`config.mk`:
```
export PLATFORM = sky130hd
export DESIGN_NAME = int_to_decimal_ascii_flat
export DESIGN_NICKNAME = d
export VERILOG_FILES = /design/src/hw/rtl/dasc_pkg.sv /design/src/hw/rtl/dasc_req_if.sv /design/src/hw/rtl/dasc_rsp_if.sv /design/src/hw/rtl/int_to_decimal_ascii.sv /design/src/flat_wrapper.sv
export SDC_FILE = /design/constraint.sdc
export NUM_CORES = 1
export LEC_CHECK = 0
export BUFFER_PORTS_ARGS = -buffer_cell sky130_fd_sc_hd__buf_4
export CAP_MARGIN = 20
export CELL_PAD_IN_SITES_DETAIL_PLACEMENT = 2
export CELL_PAD_IN_SITES_GLOBAL_PLACEMENT = 2
export CORE_MARGIN = 4
export CORE_UTILIZATION = 35
export CTS_CLUSTER_DIAMETER = 30
export DETAILED_ROUTE_END_ITERATION = 12
export PLACE_DENSITY = 0.8
export SYNTH_ARGS = -nofsm -noshare
export SYNTH_HDL_FRONTEND = slang
export SYNTH_SLANG_ARGS = --single-unit
```
`constraint.sdc`:
```
create_clock -name clock -period 11.2 [get_ports clock]
set_input_delay 1.68 -clock clock [delete_from_list [all_inputs] [get_ports clock]]
set_output_delay 1.68 -clock clock [all_outputs]
set_load 0.01 [all_outputs]
```
`src/hw/rtl/dasc_pkg.sv`:
```
// Shared widths, ASCII codes and sequencer states of the decimal ASCII printer.
`default_nettype none

package dasc_pkg;

   localparam int unsigned VALUE_WIDTH = 32;
   localparam int unsigned CHAR_WIDTH  = 8;
   localparam int unsigned DIGIT_COUNT = 10;
   localparam int unsigned BCD_WIDTH   = 4 * DIGIT_COUNT;
   localparam int unsigned SHIFT_CNT_WIDTH = $clog2(VALUE_WIDTH);
   localparam int unsigned DIGIT_CNT_WIDTH = $clog2(DIGIT_COUNT + 1);

   localparam logic [CHAR_WIDTH-1:0] ASCII_ZERO  = 8'd48;
   localparam logic [CHAR_WIDTH-1:0] ASCII_MINUS = 8'd45;

   typedef enum logic [4:0] {
      ST_IDLE    = 5'b00001,
      ST_CONVERT = 5'b00010,
      ST_ALIGN   = 5'b00100,
      ST_SIGN    = 5'b01000,
      ST_EMIT    = 5'b10000
   } state_type;

endpackage

`default_nettype wire

```
`src/hw/rtl/dasc_req_if.sv`:
```
// Valid/ready channel carrying one signed integer per transaction.
`default_nettype none

interface dasc_req_if;

   logic                                       valid;
   logic                                       ready;
   logic signed [dasc_pkg::VALUE_WIDTH-1:0]    value;

   modport source (output valid, output value, input ready);
   modport sink   (input valid, input value, output ready);

endinterface

`default_nettype wire

```
`src/hw/rtl/dasc_rsp_if.sv`:
```
// Valid/ready channel carrying one ASCII character per transaction.
`default_nettype none

interface dasc_rsp_if;

   logic                               valid;
   logic                               ready;
   logic [dasc_pkg::CHAR_WIDTH-1:0]    character;
   logic                               last;

   modport source (output valid, output character, output last, input ready);
   modport sink   (input valid, input character, input last, output ready);

endinterface

`default_nettype wire

```
`src/hw/rtl/int_to_decimal_ascii.sv`:
```
// Steps: double-dabble shift-and-correct over the 32-bit magnitude, one magnitude bit per shift,
// then align steps that drop leading zero digits, a sign step when negative, then one character
// per cycle while the receiver does not stall. A new number is taken only once the last
// character of the previous one has been placed in the output register.
// Input ready is high only while the sequencer is idle; the output register holds one character.
// Reset (synchronous, active high) returns the sequencer to idle and drops any pending character.
`default_nettype none

module int_to_decimal_ascii (
   input  wire         clock,
   input  wire         reset,
   dasc_req_if.sink    req_chan,
   dasc_rsp_if.source  rsp_chan
);

   dasc_pkg::state_type state_ff, state_in;

   logic [dasc_pkg::VALUE_WIDTH-1:0]      mag_ff, mag_in;
   logic [dasc_pkg::BCD_WIDTH-1:0]        bcd_ff, bcd_in;
   logic [dasc_pkg::BCD_WIDTH-1:0]        bcd_adj;
   logic                                  neg_ff, neg_in;
   logic [dasc_pkg::SHIFT_CNT_WIDTH-1:0]  shift_cnt_ff, shift_cnt_in;
   logic [dasc_pkg::DIGIT_CNT_WIDTH-1:0]  digits_ff, digits_in;

   logic                                  out_valid_ff, out_valid_in;
   logic [dasc_pkg::CHAR_WIDTH-1:0]       out_char_ff, out_char_in;
   logic                                  out_last_ff, out_last_in;

   logic                                  req_accept;
   logic                                  slot_free;
   logic [3:0]                            top_digit;
   logic                                  last_digit;

   assign req_chan.ready = (state_ff == dasc_pkg::ST_IDLE);
   assign req_accept     = req_chan.valid && req_chan.ready;
   assign slot_free      = !out_valid_ff || rsp_chan.ready;
   assign top_digit      = bcd_ff[dasc_pkg::BCD_WIDTH-1 -: 4];
   assign last_digit     = (digits_ff == dasc_pkg::DIGIT_CNT_WIDTH'(1));

   assign rsp_chan.valid     = out_valid_ff;
   assign rsp_chan.character = out_char_ff;
   assign rsp_chan.last      = out_last_ff;

   always_comb begin
      for (int i = 0; i < dasc_pkg::DIGIT_COUNT; i++) begin
         if (bcd_ff[4*i +: 4] >= 4'd5) begin
            bcd_adj[4*i +: 4] = bcd_ff[4*i +: 4] + 4'd3;
         end else begin
            bcd_adj[4*i +: 4] = bcd_ff[4*i +: 4];
         end
      end
   end

   always_comb begin
      state_in     = state_ff;
      mag_in       = mag_ff;
      bcd_in       = bcd_ff;
      neg_in       = neg_ff;
      shift_cnt_in = shift_cnt_ff;
      digits_in    = digits_ff;
      out_valid_in = out_valid_ff && !rsp_chan.ready;
      out_char_in  = out_char_ff;
      out_last_in  = out_last_ff;

      unique case (state_ff)
         dasc_pkg::ST_IDLE: begin
            if (req_accept) begin
               neg_in       = req_chan.value[dasc_pkg::VALUE_WIDTH-1];
               mag_in       = req_chan.value[dasc_pkg::VALUE_WIDTH-1]
                              ? (~req_chan.value + dasc_pkg::VALUE_WIDTH'(1))
                              : req_chan.value;
               bcd_in       = '0;
               shift_cnt_in = '0;
               state_in     = dasc_pkg::ST_CONVERT;
            end
         end
         dasc_pkg::ST_CONVERT: begin
            bcd_in       = {bcd_adj[dasc_pkg::BCD_WIDTH-2:0], mag_ff[dasc_pkg::VALUE_WIDTH-1]};
            mag_in       = {mag_ff[dasc_pkg::VALUE_WIDTH-2:0], 1'b0};
            shift_cnt_in = shift_cnt_ff + dasc_pkg::SHIFT_CNT_WIDTH'(1);
            if (shift_cnt_ff == dasc_pkg::SHIFT_CNT_WIDTH'(dasc_pkg::VALUE_WIDTH - 1)) begin
               digits_in = dasc_pkg::DIGIT_CNT_WIDTH'(dasc_pkg::DIGIT_COUNT);
               state_in  = dasc_pkg::ST_ALIGN;
            end
         end
         dasc_pkg::ST_ALIGN: begin
            if ((top_digit == 4'd0) && !last_digit) begin
               bcd_in    = {bcd_ff[dasc_pkg::BCD_WIDTH-5:0], 4'd0};
               digits_in = digits_ff - dasc_pkg::DIGIT_CNT_WIDTH'(1);
            end else if (neg_ff) begin
               state_in = dasc_pkg::ST_SIGN;
            end else begin
               state_in = dasc_pkg::ST_EMIT;
            end
         end
         dasc_pkg::ST_SIGN: begin
            if (slot_free) begin
               out_valid_in = 1'b1;
               out_char_in  = dasc_pkg::ASCII_MINUS;
               out_last_in  = 1'b0;
               state_in     = dasc_pkg::ST_EMIT;
            end
         end
         dasc_pkg::ST_EMIT: begin
            if (slot_free) begin
               out_valid_in = 1'b1;
               out_char_in  = dasc_pkg::ASCII_ZERO + {4'd0, top_digit};
               out_last_in  = last_digit;
               bcd_in       = {bcd_ff[dasc_pkg::BCD_WIDTH-5:0], 4'd0};
               digits_in    = digits_ff - dasc_pkg::DIGIT_CNT_WIDTH'(1);
               if (last_digit) begin
                  state_in = dasc_pkg::ST_IDLE;
               end
            end
         end
         default: begin
            state_in = dasc_pkg::ST_IDLE;
         end
      endcase
   end

   always_ff @(posedge clock) begin
      if (reset) begin
         state_ff     <= dasc_pkg::ST_IDLE;
         out_valid_ff <= 1'b0;
      end else begin
         state_ff     <= state_in;
         out_valid_ff <= out_valid_in;
      end
   end

   always_ff @(posedge clock) begin
      mag_ff       <= mag_in;
      bcd_ff       <= bcd_in;
      neg_ff       <= neg_in;
      shift_cnt_ff <= shift_cnt_in;
      digits_ff    <= digits_in;
      out_char_ff  <= out_char_in;
      out_last_ff  <= out_last_in;
   end

endmodule

`default_nettype wire

```
`src/flat_wrapper.sv`:
```
// flat-port wrapper written by rule: the top's interface ports become plain ports
module int_to_decimal_ascii_flat 
  (clock, reset, req_chan_valid, req_chan_value, req_chan_ready, rsp_chan_valid, rsp_chan_character, rsp_chan_last, rsp_chan_ready);
  dasc_req_if req_chan_i ();
  dasc_rsp_if rsp_chan_i ();
  input  wire clock;
  input  wire reset;
  input wire logic [$bits(req_chan_i.valid)-1:0] req_chan_valid;
  input wire logic [$bits(req_chan_i.value)-1:0] req_chan_value;
  output wire logic [$bits(req_chan_i.ready)-1:0] req_chan_ready;
  output wire logic [$bits(rsp_chan_i.valid)-1:0] rsp_chan_valid;
  output wire logic [$bits(rsp_chan_i.character)-1:0] rsp_chan_character;
  output wire logic [$bits(rsp_chan_i.last)-1:0] rsp_chan_last;
  input wire logic [$bits(rsp_chan_i.ready)-1:0] rsp_chan_ready;
  assign req_chan_i.valid = req_chan_valid;
  assign req_chan_i.value = req_chan_value;
  assign req_chan_ready = req_chan_i.ready;
  assign rsp_chan_valid = rsp_chan_i.valid;
  assign rsp_chan_character = rsp_chan_i.character;
  assign rsp_chan_last = rsp_chan_i.last;
  assign rsp_chan_i.ready = rsp_chan_ready;
  int_to_decimal_ascii u_core (.clock(clock), .reset(reset), .req_chan(req_chan_i), .rsp_chan(rsp_chan_i));
endmodule
```
* Yosys cells after proc, flatten, opt, wreduce, memory -nomap -nowiden *
Index checks and enable logic that the tools add are counted.

word-level totals
  flip-flop bits (word level) = 97
  input port bits = 36
  output and inout bits = 11
  word-level logic and storage cells = 106

cells by class
  $add $sub $neg = 14
  $lt $le $gt $ge = 10
  equal/unequal tests = 14
  muxes and demuxes = 39
  bitwise gates (word level) = 1
  reductions and logical operators = 19

operators by type and width
  operator                                                                  count
  40-bit case mux with 4 select lines                                       1
  40-bit two-way mux                                                        3
  32-bit two-way mux                                                        2
  32-bit case mux with 2 select lines                                       1
  4-bit two-way mux                                                         12
  4-bit by 3-bit >= comparator with 1-bit output (second input constant)    10
  5-bit two-way mux                                                         8
  4-bit by 2-bit adder with 4-bit output (second input constant)            9
  32-bit by 2-bit adder with 32-bit output (second input constant)          1
  32-bit inverter                                                           1
  5-bit case mux with 5 select lines                                        1
  8-bit two-way mux                                                         2
  8-bit case mux with 2 select lines                                        1
  4-bit case mux with 3 select lines                                        1
  5-bit == test (second input constant)                                     2
  2-bit by 1-bit inequality test with 1-bit output (second input constant)  5
  5-bit case mux with 2 select lines                                        1
  4-bit AND reduction                                                       2
  6-bit by 4-bit adder with 7-bit output (first input constant)             1
  6-bit AND reduction                                                       1
  5-bit by 1-bit adder with 5-bit output (second input constant)            1
  5-bit by 1-bit == test with 1-bit output (second input constant)          1
  5-bit by 2-bit == test with 1-bit output (second input constant)          1
  5-bit by 3-bit == test with 1-bit output (second input constant)          1
  18 further kinds                                                          28

* Longest topological paths before layout *
  depth in word-level cells = 5
  mapped depth = 8
  mapped depth without buffers = 8

* Worst setup path before layout *
Ideal clock, no wire load.

  path kind = input-to-reg
  start point = input rsp_chan_ready
  end point = register u_core.bcd_ff[0] (netlist name) (enable)
  library setup time = 0.487 ns
  arrival = 4.694 ns
  required time = 10.713 ns
  path slack = 6.019 ns
  stages = 3
  path buffers = 0
  path through = nand2b_1 -> o22ai_1 -> nor3_1

between the ends
  longest elaborated chain between the ends = 3

ends and longest elaborated chain
  element                                                     RTL line                     RTL
  start, declared                                             flat_wrapper.sv:14           input wire logic [$bits(rsp_chan_i.ready)-1:0] rsp_chan_ready;
  1-bit logical OR                                            int_to_decimal_ascii.sv:36   assign slot_free = !out_valid_ff || rsp_chan.ready;
  2-bit by 1-bit inequality test with 1-bit output (no line)  -
  4-bit AND reduction (no line)                               -
  end signal, assigned                                        int_to_decimal_ascii.sv:134  bcd_ff <= bcd_in;
  end, declared                                               int_to_decimal_ascii.sv:19   logic [dasc_pkg::BCD_WIDTH-1:0] bcd_ff, bcd_in;

No other way between the ends.
A chain may end at the register's enable or synchronous reset.

* Final worst setup path *
  start point = input req_chan_value[0]
  end point = register u_core.mag_ff[22] (netlist name) (data pin)

between the ends
  longest elaborated chain between the ends = 5

ends and longest elaborated chain
  element                                   RTL line                     RTL
  start, declared                           flat_wrapper.sv:9            input wire logic [$bits(req_chan_i.value)-1:0] req_chan_value;
  32-bit inverter                           int_to_decimal_ascii.sv:70   ? (~req_chan.value + dasc_pkg::VALUE_WIDTH'(1))
  32-bit by 2-bit adder with 32-bit output  int_to_decimal_ascii.sv:70
  32-bit two-way mux                        int_to_decimal_ascii.sv:70
  32-bit two-way mux                        int_to_decimal_ascii.sv:67   if (req_accept) begin
  32-bit case mux with 2 select lines       int_to_decimal_ascii.sv:65   unique case (state_ff)
  named net u_core.mag_in (one bit)         int_to_decimal_ascii.sv:18   logic [dasc_pkg::VALUE_WIDTH-1:0] mag_ff, mag_in;
  end signal, assigned                      int_to_decimal_ascii.sv:133  mag_ff <= mag_in;
  end, declared                             int_to_decimal_ascii.sv:18

The timed path passes the listed nets, and every way through them passes these cells. The select of a mux whose other input is x is not followed.

==> results.md <==
* Tcrit/Tclk final at 0.334
* Final Max Slew Viols at 0
* Placer Congestion at around 0.77
* CTS Sinks at 94
* Post-route setup slack at roughly 7.5 ns
* DRC violations left at 0
* Clock Pin Slew Worst Setup and Hold Paths at 0.06 ns
* Worst vdd ir at 0.0680 mV
* Max_slew headroom at 0.413
* Synthesized area per cell at 9.74 sq um
* Detailed Place HPWL at just over 10,000 microns
* Reg2reg end: u_core.bcd_ff[25]
* PD cells at 158 mW/mm^2
* Worst hold-check path type: reg2reg
* Post-synthesis mux area share at 0.00176
* Clk_skew at roughly 0.014 ns
* Num CTS Buffers at 9
* Grt ovf at 0
* Vias in the first global route at roughly 4,900
* CTS max path bufs at 2
* Crit. End Element: flip-flop
* Final hold vios at 0
* Via density at 5.26
* Chip width at 135 microns
* MaxCap Viol Count at 0
* Final ANT Viol Nets at 0
* Slew @ Worst Pin at 0.872 ns
* End-of-flow core utilization at 0.411
* Synth Instances at ~580
* Worst R2R Path Depth at 6
* GRT Util Overall at 0.162
* Clk_lat worst skew at 0.35 ns
* R2R Path Start: u_core.state_ff[2]
* Seq/Total Area, Yosys at 0.486
* Met1 WL at about 6300 microns
* Vias at between 4,000 and 5,000
* Nets at 679
* Worst hold start: u_core.mag_ff[24]
* Min Tclk post-route at ~3.7 ns
* CTS H-Tree Depth at 3
* Crit-path max FO at 5
* # IOs at 47
* Synth Flop Type: edfxtp_1
* CP Data Arrival Time at 3.80 ns
* P_leak at 2.33 nW
* Synthesis-stage register bit count at between 90 and 100
* Post-synthesis compound-gate area fraction at 0.157
* Final wirelength at 14,000 microns
* Drt wl/cell at 16.7 microns
* Yosys warns at 0
* DR pass1 iterations at 4
* Final Cell Area at between 0.006 and 0.007 sq mm
* Setup TNS at 0 ns
* Post-synth EDFFs at 88
* Post-CTS Setup Bufs at 0
* Mapped cell area at 0.00569 sq mm
* Kind of critical path: in2reg
* Placed cell areas at a little over 0.006 sq mm
* Largest family of logic cells by synthesized area: simple AND/OR/NAND/NOR gates
* TritonCTS clock tree: yes
* I/O Buffers at 43
* # diodes at 0
* Row count at 46
* Area Overhead vs Synth at 14.9%
* Layout cells sized above 1 at 0.117
* Pre-CTS WS at about 7.1 ns
* Routed wl met3 at 334 microns
* Starting Density at 0.358
* Largest net degree at the start of global routing at between 50 and 60
* Async SR Flop Fraction at 0
* Die H at 135 microns
* Post-CTS resize count at 0
* Metal2 WL at 7070 microns
* Initial antenna violation count at 0
* Most frequent cells in the layout: edfxtp_1, o21ai_0, nand2_1
* Cts hold-fix bufs at 0
* Unique masters post-synth at 45
* Fmax achieved at between 0.2 and 0.3 GHz
* Commonest non-fill, non-tap cell in the layout: edfxtp_1
* Core area at 0.0159 sq mm
* Worst Setup Start Kind: input port
* Critical path data required time at 11.27 ns
* DIE AREA at approximately 0.018 sq mm
* Global-route wire length before repair at about 24,000 microns
* Top layer in use: met4
* Root buffer cell: clkbuf_16
* Hold path cells at 2
* Post-synthesis adder-cell area fraction at 0.0572
* Unrepaired setup endpoints after global routing: no
* Flop2flop setup slack at 8.06 ns
* Synth Area in XOR/XNOR at 0.0739
* Status: completed
* Worst min-delay path endpoint: u_core.mag_ff[25]
* Post-synthesis simple-gate area fraction at 0.184
* DR iter-0 viols at 200
* Endpoints failing setup at 0
-- worst max-delay path by stage --
stage / start / to / slack (ns)
floorplan: rsp_chan_ready / u_core.bcd_ff[0] / 6.02
global placement: req_chan_value[0] / u_core.mag_ff[22] / 7.19
detailed placement: req_chan_value[0] / u_core.mag_ff[22] / 7.09
CTS: req_chan_value[0] / u_core.mag_ff[22] / 7.46
global route: req_chan_value[0] / u_core.mag_ff[22] / 7.34
finish: req_chan_value[0] / u_core.mag_ff[22] / 7.46
-- registers in the layout (all words and copies together), names as in the netlist --
signal,cells
u_core.rsp_chan.valid,1
u_core.rsp_chan.character,5
u_core.neg_ff,1
u_core.shift_cnt_ff,5
u_core.mag_ff,32
u_core.digits_ff,4
u_core.state_ff,5
u_core.rsp_chan.last,1
u_core.bcd_ff,40
-- worst max-delay path, cell delays in order --
cell and delay [ns]:
buf_4 0.12, inv_1 0.07, ha_1 0.18, or3b_1 0.42, or4_1 0.64, o41ai_1 0.41, xor2_1 0.19, a21oi_1 0.08
-- logic make-up (layout without fill, tap and decap cells) --
group           Yosys count  count (layout)
other cells               2               3
buf+inv                  53              90
fa+ha+maj                26              26
mux                       1               1
simple gates            205             205
compound gates          155             155
xor+xnor                 48              48
flops                    94              94
-- through the flow --
stage / std cells / hold slack [ns] / total power [mW]
2_1_floorplan: 585 / 0.484 / 0.626
3_3_place_gp: 822 / 0.504 / 0.680
5_1_grt: 838 / 0.553 / 1.09
4_1_cts: 838 / 0.535 / 1.05
3_5_place_dp: 822 / 0.517 / 0.702
6_report: 838 / 0.531 / 1.03
-- where the power goes --
group | internal, mW | switching [mW]
sequential | 0.447 | 0.0403
combinational | 0.0801 | 0.123
clock | 0.199 | 0.140
-- cell usage after synthesis, types with 6 or more instances --
cell type / n / share of area
xor2_1: 33 / 0.051
o21ai_0: 76 / 0.067
nor2b_1: 7 / 0.0077
nand2b_1: 17 / 0.019
o41ai_1: 6 / 0.0092
inv_1: 26 / 0.017
nor3b_1: 19 / 0.025
nor2_1: 38 / 0.025
nand2_1: 76 / 0.050
a21oi_1: 47 / 0.041
edfxtp_1: 88 / 0.46
ha_1: 26 / 0.057
clkbuf_1: 20 / 0.013
dfxtp_1: 6 / 0.021
o31ai_1: 15 / 0.020
nor3_1: 8 / 0.0070
xnor2_1: 15 / 0.023
-- area by class of cell --
class | count | area [sq um]
tap | 216 | 270
timing repair buffer | 48 | 360
inverter | 26 | 97.6
clock buffer | 9 | 225
multi-input combinational | 438 | 2710
clock inverter | 7 | 103
fill | 1733 | 9350
sequential | 94 | 2760
-- routing by layer --
layer | up-vias | GRT usage
li1 | 2158 | -
met1 | 2177 | 0.206
met2 | 61 | 0.286
met3 | 16 | 0.0223
met4 | 0 | 0.0482
met5 | - | 0
Note: power is estimated with default switching activity, not from simulation.
